### src/hw/rtl/int2rs_pkg.sv
// ---------------------------------------------------------------------------
// int2rs_pkg
// shared types and constants of the radix symbol converter
// ---------------------------------------------------------------------------
`timescale 1ns / 1ps

package int2rs_pkg;

   localparam int SYMBOL_W       = 8;
   localparam int RADIX_W        = 6;
   localparam int CSR_INDEX_W    = 3;
   localparam int CSR_DATA_W     = 64;
   localparam int SYMBOL_WORDS   = 4;
   localparam int ALPHABET_W     = SYMBOL_WORDS * CSR_DATA_W;
   localparam int SYMBOL_INDEX_W = 5;
   localparam int DIV_STEP_BITS  = 8;

   typedef logic [SYMBOL_W-1:0]    symbol_type;
   typedef logic [RADIX_W-1:0]     radix_type;
   typedef logic [CSR_INDEX_W-1:0] csr_index_type;
   typedef logic [CSR_DATA_W-1:0]  csr_data_type;
   typedef logic [ALPHABET_W-1:0]  alphabet_type;

   localparam symbol_type MINUS_SYMBOL = 8'd45;
   localparam radix_type  RADIX_RESET  = 6'd10;
   localparam radix_type  RADIX_MIN    = 6'd2;

   // register map
   localparam csr_index_type REG_RADIX     = 3'd0;
   localparam csr_index_type REG_SYMBOLS_0 = 3'd1;
   localparam csr_index_type REG_SYMBOLS_1 = 3'd2;
   localparam csr_index_type REG_SYMBOLS_2 = 3'd3;
   localparam csr_index_type REG_SYMBOLS_3 = 3'd4;

endpackage

### src/hw/rtl/integer_to_radix_symbols_top.sv
// ---------------------------------------------------------------------------
// integer_to_radix_symbols_top
// conversion: the divider works through the magnitude in 8-bit chunks, each digit
//   goes onto a stack, and emission starts once the last digit is stored
// a new value leaves the queue only after the last symbol of the previous one is
//   loaded into the response register; request beats meanwhile wait in the queue
// reset: synchronous, clears control, radix back to 10, alphabet to zero
// ---------------------------------------------------------------------------
`timescale 1ns / 1ps

module integer_to_radix_symbols_top #(
   parameter int MAX_SYMBOLS = 32,
   parameter int VALUE_BITS  = 32
) (
   input  logic                         clock,
   input  logic                         reset,
   // request beats: one signed value each
   input  logic                         req_valid,
   output logic                         req_stall,
   input  logic signed [VALUE_BITS-1:0] req_value,
   // response beats: one symbol each, last marks the end of a value
   output logic                         rsp_valid,
   input  logic                         rsp_stall,
   output int2rs_pkg::symbol_type       rsp_symbol,
   output logic                         rsp_last,
   // register writes
   input  logic                         csr_valid,
   output logic                         csr_ready,
   input  int2rs_pkg::csr_index_type    csr_index,
   input  int2rs_pkg::csr_data_type     csr_data
);
   import int2rs_pkg::*;

   localparam int ENTRY_W = 1 + VALUE_BITS + RADIX_W;

   // configuration registers
   radix_type    radix_ff, radix_in;
   csr_data_type symbols_ff [SYMBOL_WORDS];
   csr_data_type symbols_in [SYMBOL_WORDS];
   alphabet_type alphabet;

   // front to queue to back
   logic               queue_push;
   logic [ENTRY_W-1:0] queue_push_data;
   logic               queue_full;
   logic               queue_pop;
   logic               queue_pop_valid;
   logic [ENTRY_W-1:0] queue_pop_data;

   // writes are always taken, indexes past the map are dropped
   assign csr_ready = 1'b1;

   always_comb begin
      radix_in   = radix_ff;
      symbols_in = symbols_ff;
      if (csr_valid && csr_ready) begin
         case (csr_index)
            REG_RADIX:     radix_in      = csr_data[RADIX_W-1:0];
            REG_SYMBOLS_0: symbols_in[0] = csr_data;
            REG_SYMBOLS_1: symbols_in[1] = csr_data;
            REG_SYMBOLS_2: symbols_in[2] = csr_data;
            REG_SYMBOLS_3: symbols_in[3] = csr_data;
            default: ;
         endcase
      end
   end

   always_ff @(posedge clock) begin
      if (reset) begin
         radix_ff <= RADIX_RESET;
         for (int w = 0; w < SYMBOL_WORDS; w++) begin
            symbols_ff[w] <= '0;
         end
      end else begin
         radix_ff   <= radix_in;
         symbols_ff <= symbols_in;
      end
   end

   // symbol 0 sits in the low byte of the flat alphabet
   assign alphabet = {symbols_ff[3], symbols_ff[2], symbols_ff[1], symbols_ff[0]};

   // front: sign and magnitude split, radix clamped to 2..MAX_SYMBOLS
   int2rs_front #(
      .MAX_SYMBOLS (MAX_SYMBOLS),
      .VALUE_BITS  (VALUE_BITS)
   ) u_front (
      .req_valid  (req_valid),
      .req_stall  (req_stall),
      .req_value  (req_value),
      .radix      (radix_ff),
      .queue_full (queue_full),
      .queue_push (queue_push),
      .queue_data (queue_push_data)
   );

   // short queue so a new beat lands while the back end is converting
   int2rs_fifo #(
      .WIDTH (ENTRY_W)
   ) u_fifo (
      .clock     (clock),
      .reset     (reset),
      .push      (queue_push),
      .push_data (queue_push_data),
      .full      (queue_full),
      .pop       (queue_pop),
      .pop_valid (queue_pop_valid),
      .pop_data  (queue_pop_data)
   );

   // back: digits least significant first onto a stack, emitted from the top
   int2rs_back #(
      .MAX_SYMBOLS (MAX_SYMBOLS),
      .VALUE_BITS  (VALUE_BITS)
   ) u_back (
      .clock      (clock),
      .reset      (reset),
      .item_valid (queue_pop_valid),
      .item_data  (queue_pop_data),
      .item_pop   (queue_pop),
      .alphabet   (alphabet),
      .rsp_valid  (rsp_valid),
      .rsp_stall  (rsp_stall),
      .rsp_symbol (rsp_symbol),
      .rsp_last   (rsp_last)
   );

endmodule

### src/hw/rtl/int2rs_front.sv
// ---------------------------------------------------------------------------
// int2rs_front
// takes request beats, splits sign and magnitude, clamps the radix
// ---------------------------------------------------------------------------
`timescale 1ns / 1ps

module int2rs_front #(
   parameter int MAX_SYMBOLS = 32,
   parameter int VALUE_BITS  = 32
) (
   input  logic                         req_valid,
   output logic                         req_stall,
   input  logic signed [VALUE_BITS-1:0] req_value,
   input  int2rs_pkg::radix_type        radix,
   input  logic                         queue_full,
   output logic                         queue_push,
   output logic [VALUE_BITS+int2rs_pkg::RADIX_W:0] queue_data
);
   import int2rs_pkg::*;

   localparam radix_type RADIX_MAX = RADIX_W'(MAX_SYMBOLS);

   logic                  neg;
   logic [VALUE_BITS-1:0] raw;
   logic [VALUE_BITS-1:0] mag;
   radix_type             base;

   assign raw  = req_value;
   assign neg  = raw[VALUE_BITS-1];
   // most negative value maps to 2^(n-1), which still fits unsigned
   assign mag  = neg ? (~raw + {{(VALUE_BITS-1){1'b0}}, 1'b1}) : raw;

   always_comb begin
      if (radix < RADIX_MIN) begin
         base = RADIX_MIN;
      end else if (radix > RADIX_MAX) begin
         base = RADIX_MAX;
      end else begin
         base = radix;
      end
   end

   assign req_stall  = queue_full;
   assign queue_push = req_valid && !queue_full;
   assign queue_data = {neg, mag, base};

endmodule

### src/hw/rtl/int2rs_fifo.sv
// ---------------------------------------------------------------------------
// int2rs_fifo
// two-entry queue between the front and the converter
// ---------------------------------------------------------------------------
`timescale 1ns / 1ps

module int2rs_fifo #(
   parameter int WIDTH = 39
) (
   input  logic             clock,
   input  logic             reset,
   input  logic             push,
   input  logic [WIDTH-1:0] push_data,
   output logic             full,
   input  logic             pop,
   output logic             pop_valid,
   output logic [WIDTH-1:0] pop_data
);

   localparam int DEPTH   = 2;
   localparam int PTR_W   = $clog2(DEPTH);
   localparam int COUNT_W = $clog2(DEPTH + 1);

   logic [WIDTH-1:0]   entry_ff [DEPTH];
   logic [PTR_W-1:0]   wr_ptr_ff, wr_ptr_in;
   logic [PTR_W-1:0]   rd_ptr_ff, rd_ptr_in;
   logic [COUNT_W-1:0] count_ff, count_in;

   assign full      = (count_ff == COUNT_W'(DEPTH));
   assign pop_valid = (count_ff != '0);
   assign pop_data  = entry_ff[rd_ptr_ff];

   always_comb begin
      wr_ptr_in = push ? wr_ptr_ff + PTR_W'(1) : wr_ptr_ff;
      rd_ptr_in = pop  ? rd_ptr_ff + PTR_W'(1) : rd_ptr_ff;
      case ({push, pop})
         2'b10:   count_in = count_ff + COUNT_W'(1);
         2'b01:   count_in = count_ff - COUNT_W'(1);
         default: count_in = count_ff;
      endcase
   end

   always_ff @(posedge clock) begin
      if (reset) begin
         wr_ptr_ff <= '0;
         rd_ptr_ff <= '0;
         count_ff  <= '0;
      end else begin
         wr_ptr_ff <= wr_ptr_in;
         rd_ptr_ff <= rd_ptr_in;
         count_ff  <= count_in;
      end
   end

   always_ff @(posedge clock) begin
      if (push) begin
         entry_ff[wr_ptr_ff] <= push_data;
      end
   end

endmodule

### src/hw/rtl/int2rs_back.sv
// ---------------------------------------------------------------------------
// int2rs_back
// digit extraction by repeated division, digit stack and response register
// ---------------------------------------------------------------------------
`timescale 1ns / 1ps

module int2rs_back #(
   parameter int MAX_SYMBOLS = 32,
   parameter int VALUE_BITS  = 32
) (
   input  logic                                    clock,
   input  logic                                    reset,
   input  logic                                    item_valid,
   input  logic [VALUE_BITS+int2rs_pkg::RADIX_W:0] item_data,
   output logic                                    item_pop,
   input  int2rs_pkg::alphabet_type                alphabet,
   output logic                                    rsp_valid,
   input  logic                                    rsp_stall,
   output int2rs_pkg::symbol_type                  rsp_symbol,
   output logic                                    rsp_last
);
   import int2rs_pkg::*;

   localparam int CHUNKS  = (VALUE_BITS + DIV_STEP_BITS - 1) / DIV_STEP_BITS;
   localparam int WORK_W  = CHUNKS * DIV_STEP_BITS;
   localparam int CHUNK_W = (CHUNKS > 1) ? $clog2(CHUNKS) : 1;
   localparam int DIGIT_W = $clog2(MAX_SYMBOLS);
   localparam int SP_W    = $clog2(VALUE_BITS + 1);
   localparam int IDX_W   = $clog2(VALUE_BITS);

   localparam logic [1:0] ST_IDLE = 2'd0;
   localparam logic [1:0] ST_DIV  = 2'd1;
   localparam logic [1:0] ST_SIGN = 2'd2;
   localparam logic [1:0] ST_EMIT = 2'd3;

   logic [1:0]             state_ff, state_in;
   logic [WORK_W-1:0]      work_ff, work_in;
   radix_type              rem_ff, rem_in;
   logic [CHUNK_W-1:0]     chunk_ff, chunk_in;
   radix_type              base_ff, base_in;
   logic                   neg_ff, neg_in;
   logic [SP_W-1:0]        sp_ff, sp_in;
   logic [DIGIT_W-1:0]     stack_ff [VALUE_BITS];
   logic                   rsp_valid_ff, rsp_valid_in;
   symbol_type             rsp_symbol_ff, rsp_symbol_in;
   logic                   rsp_last_ff, rsp_last_in;

   logic                   stack_we;
   logic [DIGIT_W-1:0]     digit_in;
   radix_type              step_rem;
   radix_type              trial;
   logic [DIV_STEP_BITS-1:0] step_quo;
   logic [WORK_W-1:0]      work_shift;
   logic                   last_chunk;
   logic                   load_ok;
   logic [SP_W-1:0]        sp_dec;
   logic [IDX_W-1:0]       top_idx;
   logic [SYMBOL_INDEX_W-1:0] sym_idx;
   symbol_type             top_symbol;

   // fields of a queue entry
   logic                   item_neg;
   logic [VALUE_BITS-1:0]  item_mag;
   radix_type              item_base;

   assign {item_neg, item_mag, item_base} = item_data;

   // eight restoring division steps per cycle, remainder stays below the radix
   always_comb begin
      step_rem = rem_ff;
      step_quo = '0;
      trial    = '0;
      for (int b = 0; b < DIV_STEP_BITS; b++) begin
         trial = {step_rem[RADIX_W-2:0], work_ff[WORK_W-1-b]};
         if (trial >= base_ff) begin
            step_rem = trial - base_ff;
            step_quo[DIV_STEP_BITS-1-b] = 1'b1;
         end else begin
            step_rem = trial;
         end
      end
   end

   assign work_shift = WORK_W'({work_ff, step_quo});
   assign last_chunk = (chunk_ff == CHUNK_W'(CHUNKS - 1));
   assign digit_in   = step_rem[DIGIT_W-1:0];

   assign sp_dec     = sp_ff - SP_W'(1);
   assign top_idx    = sp_dec[IDX_W-1:0];
   assign sym_idx    = SYMBOL_INDEX_W'(stack_ff[top_idx]);
   assign top_symbol = alphabet[{sym_idx, 3'b000} +: SYMBOL_W];

   assign load_ok    = !rsp_valid_ff || !rsp_stall;

   always_comb begin
      state_in      = state_ff;
      work_in       = work_ff;
      rem_in        = rem_ff;
      chunk_in      = chunk_ff;
      base_in       = base_ff;
      neg_in        = neg_ff;
      sp_in         = sp_ff;
      item_pop      = 1'b0;
      stack_we      = 1'b0;
      rsp_valid_in  = rsp_valid_ff && rsp_stall;
      rsp_symbol_in = rsp_symbol_ff;
      rsp_last_in   = rsp_last_ff;
      case (state_ff)
         ST_IDLE: begin
            if (item_valid) begin
               item_pop = 1'b1;
               work_in  = WORK_W'(item_mag);
               base_in  = item_base;
               neg_in   = item_neg;
               rem_in   = '0;
               chunk_in = '0;
               sp_in    = '0;
               state_in = ST_DIV;
            end
         end
         ST_DIV: begin
            work_in = work_shift;
            if (last_chunk) begin
               stack_we = 1'b1;
               sp_in    = sp_ff + SP_W'(1);
               rem_in   = '0;
               chunk_in = '0;
               if (work_shift == '0) begin
                  state_in = neg_ff ? ST_SIGN : ST_EMIT;
               end
            end else begin
               rem_in   = step_rem;
               chunk_in = chunk_ff + CHUNK_W'(1);
            end
         end
         ST_SIGN: begin
            if (load_ok) begin
               rsp_valid_in  = 1'b1;
               rsp_symbol_in = MINUS_SYMBOL;
               rsp_last_in   = 1'b0;
               state_in      = ST_EMIT;
            end
         end
         ST_EMIT: begin
            if (load_ok) begin
               rsp_valid_in  = 1'b1;
               rsp_symbol_in = top_symbol;
               rsp_last_in   = (sp_ff == SP_W'(1));
               sp_in         = sp_dec;
               if (sp_ff == SP_W'(1)) begin
                  state_in = ST_IDLE;
               end
            end
         end
         default: begin
            state_in = ST_IDLE;
         end
      endcase
   end

   always_ff @(posedge clock) begin
      if (reset) begin
         state_ff     <= ST_IDLE;
         rsp_valid_ff <= 1'b0;
         sp_ff        <= '0;
      end else begin
         state_ff     <= state_in;
         rsp_valid_ff <= rsp_valid_in;
         sp_ff        <= sp_in;
      end
   end

   always_ff @(posedge clock) begin
      work_ff       <= work_in;
      rem_ff        <= rem_in;
      chunk_ff      <= chunk_in;
      base_ff       <= base_in;
      neg_ff        <= neg_in;
      rsp_symbol_ff <= rsp_symbol_in;
      rsp_last_ff   <= rsp_last_in;
      if (stack_we) begin
         stack_ff[sp_ff[IDX_W-1:0]] <= digit_in;
      end
   end

   assign rsp_valid  = rsp_valid_ff;
   assign rsp_symbol = rsp_symbol_ff;
   assign rsp_last   = rsp_last_ff;

endmodule

### config.mk
export PLATFORM = sky130hd
export DESIGN_NAME = integer_to_radix_symbols_top
export DESIGN_NICKNAME = d
export VERILOG_FILES = /design/src/hw/rtl/int2rs_pkg.sv /design/src/hw/rtl/integer_to_radix_symbols_top.sv /design/src/hw/rtl/int2rs_front.sv /design/src/hw/rtl/int2rs_fifo.sv /design/src/hw/rtl/int2rs_back.sv
export SDC_FILE = /design/constraint.sdc
export NUM_CORES = 1
export LEC_CHECK = 0
export BUFFER_PORTS_ARGS = -buffer_cell sky130_fd_sc_hd__buf_2
export CAP_MARGIN = 20
export CORE_UTILIZATION = 55
export DETAILED_ROUTE_END_ITERATION = 12
export PLACE_DENSITY = 0.75
export SLEW_MARGIN = 20
export SYNTH_ARGS = -nofsm -noshare
export SYNTH_HDL_FRONTEND = slang
export SYNTH_HIERARCHICAL = 1
export SYNTH_SLANG_ARGS = --single-unit
export TNS_END_PERCENT = 20
### constraint.sdc
create_clock -name clock -period 16.6 [get_ports clock]
set_input_delay 0 -clock clock [delete_from_list [all_inputs] [get_ports clock]]
set_output_delay 0 -clock clock [all_outputs]
set_load 0.05 [all_outputs]
# --- Word level (Yosys, flattened, before mapping) ---
# Memory sizes are Yosys's and may differ from the RTL's. A register that Yosys moved wholly into a read port is not among the register bits.
# Index checks and enable logic that the tools add are counted.
word_totals:
  regBits: 330
  ram_bits: 238
  input_bits: 104
  output_inout_bits: 12
  memories: 2
op_classes:
  add_sub_neg: 16
  order_cmp: 10
  eq_ne: 18
  shift: 1
  muxes: 57
  bitwise_logic: 1
  n_reduce_logical: 25
memory_table:
  columns: ["name", "words", "width", "read_ports", "rd_clocked_by_memory_dff", "write_ports", "line", "text"]
  rows:
  - ["u_back.stack_ff", 32, 5, 1, 0, 1, "int2rs_back.sv:43", "logic [DIGIT_W-1:0] stack_ff [VALUE_BITS];"]
  - ["u_fifo.entry_ff", 2, 39, 1, 1, 1, "int2rs_fifo.sv:24", "logic [WIDTH-1:0] entry_ff [DEPTH];"]
op_table:
  columns: ["op", "count"]
  rows:
  - ["$shiftx A256 B9 Y8", 1]
  - ["$mux W32", 2]
  - ["$pmux W32 S2", 1]
  - ["$ge A6 B6 Y1", 8]
  - ["$mux W5", 9]
  - ["$sub A5 B5 Y5", 8]
  - ["$add A32 B1 Y32 const B", 1]
  - ["$logic_not A32 Y1", 1]
  - ["$not A32 Y32", 1]
  - ["$mux W6", 5]
  - ["$mux W1", 23]
  - ["$pmux W6 S3", 1]
  - ["$mux W2", 8]
  - ["$mux W8", 2]
  - ["$pmux W8 S2", 1]
  - ["$reduce_and A2 Y1", 7]
  - ["$eq A2 B2 Y1 const B", 5]
  - ["$ne A2 B1 Y1 const B", 5]
  - ["$pmux W5 S2", 1]
  - ["$pmux W2 S2", 2]
  - ["$pmux W2 S4", 1]
  - ["$reduce_bool A2 Y1", 4]
  - ["$add A6 B1 Y6 const B", 1]
  - ["$eq A3 B2 Y1 const B", 2]
  - ["22 further kinds", 28]

# --- Logic depth before layout (Yosys ltp) ---
logic_depth:
  depth_word: 20
  mapped_depth: 66
  ltp_nobuf: 65

# --- Cells and area by module ---
# Netlist, hierarchy kept.
modules_own_cells:
  columns: ["module", "n_inst", "cells_each", "area_each_um2", "seq_area_each_um2"]
  rows:
  - ["int2rs_back", 1, 1100, 13887.1, 6636.4]
  - ["integer_to_radix_symbols_top", 1, 928, 10336.2, 5245.0]
  - ["int2rs_fifo", 1, 143, 3014.1, 2442.3]
  - ["int2rs_front", 1, 111, 828.3, 0.0]

# --- Least setup slack after synthesis ---
# OpenSTA, ideal clock, no wires.
synth_path:
  kind: "register to register"
  startpoint: "register u_back.base_ff[1]"
  endpoint: "register u_back.state_ff[0]"
  setup_time_ps: 91
  arrival_ps: 14827
  required_ps: 16509
  setup_slack_ps: 1682
  path_stages_with_launch: 63
  n_path_buf: 2
  period_less_slack_ps: 14918
  path_cell_list: "edfxtp_1 -> inv_1 -> fa_1 -> a21oi_1 -> o211ai_1 -> a21o_1 -> a21oi_1 -> mux2_2 -> ha_1 -> nor2b_1 -> o21ai_0 -> a31oi_1 -> o21a_1 -> or2_2 -> clkbuf_1 -> mux2i_1 -> ha_1 -> nor2b_1 -> [27 not listed] -> ha_1 -> nor2b_1 -> o21ai_0 -> a21oi_1 -> or3_1 -> a21oi_1 -> mux2_2 -> inv_1 -> ha_1 -> a21o_1 -> a21oi_1 -> o21ai_0 -> a21oi_1 -> nor4b_1 -> nand4b_1 -> a2111oi_0 -> a21oi_1 -> a311oi_1"
synth_between:
  elab_chain_len: 19
  word_cells_on_any_way: 33
synth_rtl:
  columns: ["element", "line", "text"]
  rows:
  - ["start: declaration", "int2rs_back.sv:40", "radix_type base_ff, base_in;"]
  - ["start signal: assignment", "int2rs_back.sv:177", "base_ff <= base_in;"]
  - ["$sub A5 B5 Y5 or $ge A6 B6 Y1 (tied branches)", "int2rs_back.sv:76, int2rs_back.sv:75", null]
  - ["$mux W5", "int2rs_back.sv:75", "if (trial >= base_ff) begin"]
  - ["$sub A5 B5 Y5 or $ge A6 B6 Y1 (tied branches)", "int2rs_back.sv:76, int2rs_back.sv:75", null]
  - ["$mux W5", "int2rs_back.sv:75", null]
  - ["$sub A5 B5 Y5 or $ge A6 B6 Y1 (tied branches)", "int2rs_back.sv:76, int2rs_back.sv:75", null]
  - ["$mux W5", "int2rs_back.sv:75", null]
  - ["$sub A5 B5 Y5 or $ge A6 B6 Y1 (tied branches)", "int2rs_back.sv:76, int2rs_back.sv:75", null]
  - ["$mux W5", "int2rs_back.sv:75", null]
  - ["[3 not listed]", null, null]
  - ["$mux W5", "int2rs_back.sv:75", null]
  - ["$sub A5 B5 Y5 or $ge A6 B6 Y1 (tied branches)", "int2rs_back.sv:76, int2rs_back.sv:75", null]
  - ["$mux W5", "int2rs_back.sv:75", null]
  - ["$ge A6 B6 Y1", "int2rs_back.sv:75", null]
  - ["$mux W1", "int2rs_back.sv:75", null]
  - ["$logic_not A32 Y1 (*)", "int2rs_back.sv:128", "if (work_shift == '0) begin"]
  - ["$ne A2 B1 Y1 (no line) (*)", null, null]
  - ["$reduce_and A6 Y1 (no line) (*)", null, null]
  - ["end signal: assignment", "int2rs_back.sv:167", "state_ff <= state_in;"]
  - ["end: declaration", "int2rs_back.sv:36", "logic [1:0] state_ff, state_in;"]
# Mark *: on every way between the ends. The rest lies on a longest branch, timed or not.
# A chain may end at the register's enable or synchronous reset.

# --- Worst setup path after layout ---
# Ends and elaborated chain as after synthesis.

==> results.toml <==
[outcome]
status = "finished, final reports clean"

[sta]
hold_slack_ps = 56.29
period_share_pct = 94.30
relSlewSlack_pct = 29.59
slew_violations = 0
hold_viol_final = 0
skew_ps = 27.41
tns_ps = 0
postLayoutSetupSlackWorst_ps = 946.3
tightest_slew_ps = 1056
max_freq_ghz = 0.06388
setup_viol = 0
final_period_minus_worst_setup_slack_ps = 15650

[place]
place_congestion = 0.9130
dp_hpwl_mm = 44.53
pre_cts_slack_ps = 668.3
dp.cells = 2963
numPortBuffers = 114

[synthesis]
synth.avg_cell_area_um2 = 12.30
netlist_area_mm2 = 0.02807
synth_edf_count = 293
yosys-top-cells-count = "434 x mux2i_1, 331 x nand2b_1, 293 x edfxtp_1"
synth_cells = 2282
yosys_warnings = 6
synth_top_family_by_area = "multiplexers"
synth-compound-area-share_pct = 4.726
synthFlopType = "edfxtp_1"
syn-num-nets = 2454
yosys_register_bits = 569
yosys.cell_types.count = 83
synthMuxAreaShare_pct = 22.82
synth_top_area_share_pct = 31.35
ys_top_cells_by_area = "edfxtp_1 31%, dfxtp_1 20%, mux2i_1 15%"
synth-async-reset-ratio_pct = 0
yosysSeqAreaShare_pct = 51.04
synth_most_common_cell = "mux2i_1"
synthSimpleGateAreaFrac_pct = 12.78
yosys.area.top_type = "edfxtp_1"
synth-xor-area-share_pct = 1.908
synth-adder-area-share_pct = 3.246

[drt]
avgRoutedWirePerCell_um = 21.38
ant_nets = 0
drt_iter0_drc = 1642
drt_wl_total_mm = 68.02
drc = 0
drtPass1Iterations = 6
num_vias = 18482
avgViaCountPerCell = 5.808

[global_route]
antenna_found_initial = 1
grt_first_pass_wirelength_mm = 107.4
grt_overflow = 0
grt_max_degree = 144
grt_pass1_vias = 18810
grtUsageTotal_pct = 26.15

[critical_path]
cp-start-kind = "register"
cpMaxStageDelayCell = "fa_1"
arrival_ps = 16180
crit_type = "reg -> reg"
setup.worst_path.end_class = "register"
critical-path-max-stage-delay_ps = 500
path_max_fanout = 10
crit_required_ps = 17120
r2r_cells = 63

[cts]
cts_root_buffer = "clkbuf_16"
cts.sinks = 569
htree_levels = 2
tritoncts = "done"
clkLatencyLatePin_ps = 630
clockBufferDepth = 3
cts_buffers = 57
post-cts-setup-buffer-count = 0
clkTransAtPathRegs_ps = 60

[layout]
seq_area_mm2 = 0.01433
nNetsFinal = 2633
drive_gt1_share_pct = 16.58
final_cells = 3182
n_fill_cell = 3856
area_delta_synth_final_pct = 14.14
multiInputGateArea_mm2 = 0.01286

[job]
max_cap_violations = 0

[floorplanning]
fp.dieW_um = 227.9
core.rowCount = 82
start_util_pct = 55.83
core_mm2 = 0.05027
die_h_um = 227.9
io_pins = 116
die-area_mm2 = 0.05194

[hold_path]
hold_depth = 3
hold_path_class = "in -> reg"
-- worst max-delay path: cells and delay by family, from the launching register on --
| kind | cells | cell delay (ps) |
|---|---|---|
| AOI/OAI and AO/OA | 32 | 7120 |
| and+or+nand+nor | 14 | 3200 |
| adders and majority gates | 8 | 2870 |
| buffers and inverters | 6 | 1020 |
| muxes | 3 | 1010 |
| DFF | 1 | 320 |
-- flip-flops by register name, summed over array words and instances, names as in the netlist, named ones only --
register and flops:
alphabet 256, radix_ff 6, u_back/base_ff 6, u_back/chunk_ff 2, u_back/neg_ff 1, u_back/rem_ff 5
u_back/rsp_last 1, u_back/rsp_symbol 8, u_back/rsp_valid 1, u_back/sp_ff 6, u_back/stack_ff 160, u_back/state_ff 2
u_back/work_ff 32, u_fifo/count_ff 2, u_fifo/entry_ff 78, u_fifo/rd_ptr_ff 1, u_fifo/wr_ptr_ff 1
-- worst paths after layout --
kind / from / endpoint / slack [ps]
worst min register to register: alphabet[53] / alphabet[53] / 470
worst max register to register: u_back/base_ff[1] / u_back/state_ff[0] / 950
worst min-delay path: csr_index[1] / radix_ff[0] / 60
worst max-delay path: u_back/base_ff[1] / u_back/state_ff[0] / 950
-- layer usage --
metal  share of wire, %  global-route usage, %  vias to the layer above
met3                5.8                  3.975                      133
met5                  0                      0                        -
li1                   -                      -                     8599
met1                 45                  36.98                     9157
met4                2.7                  8.431                        0
met2                 46                  41.38                      593
-- kinds of logic (layout without fill, tap and decap cells) --
group	Yosys count	count (layout)
flops	569	569
other cells	1	2
simple gates	622	622
compound gates	195	195
fa+ha+maj	68	68
xor+xnor	59	59
buf+inv	194	421
mux	574	574
-- cell usage in the layout, fill, tap and decap left out, types with 11 or more instances in the layout --
| cell type | n |
|---|---|
| dfxtp_1 | 275 |
| mux2_2 | 97 |
| inv_1 | 58 |
| a21oi_1 | 46 |
| buf_4 | 30 |
| edfxtp_1 | 293 |
| clkbuf_1 | 16 |
| nand4_1 | 12 |
| buf_2 | 113 |
| nand3_1 | 24 |
| dlygate4sd3_1 | 111 |
| o21ai_0 | 39 |
| mux2i_1 | 433 |
| ha_1 | 59 |
| clkbuf_16 | 59 |
| a21o_1 | 17 |
| nand2_1 | 54 |
| nor4_1 | 11 |
| o31ai_1 | 13 |
| nand2b_1 | 331 |
| xnor2_1 | 49 |
| nor2_1 | 98 |
| nor2b_1 | 16 |
| mux4_2 | 43 |
| nor3_1 | 14 |
-- final cells by class --
| cell class | instances | share of cell area (%) |
|---|---|---|
| sequential | 569 | 44.72 |
| multi-input combinational | 1519 | 40.13 |
| timing repair buffer | 256 | 6.035 |
| clock buffer | 84 | 5.183 |
| tap | 672 | 2.625 |
| inverter | 58 | 0.6796 |
| clock inverter | 23 | 0.6171 |
| antenna | 1 | 0.007812 |
-- repair_timing --
action                                  4_1_cts  5_1_grt
resized for setup                             0        6
hold endpoints to repair                    343        0
hold buffers                                111        0
endpoints found under the setup margin        0      166
-- per-stage QoR --
step	instance area, um^2	util, %
2_1_floorplan	28070	-
3_3_place_gp	29040	57.77
3_5_place_dp	29040	57.77
4_1_cts	32010	63.67
5_1_grt	32030	63.72
6_report	32030	63.72
Power is left out: the tool's default activity adds up to more than one toggle a clock period on the data nets, which glitch-free logic cannot reach.
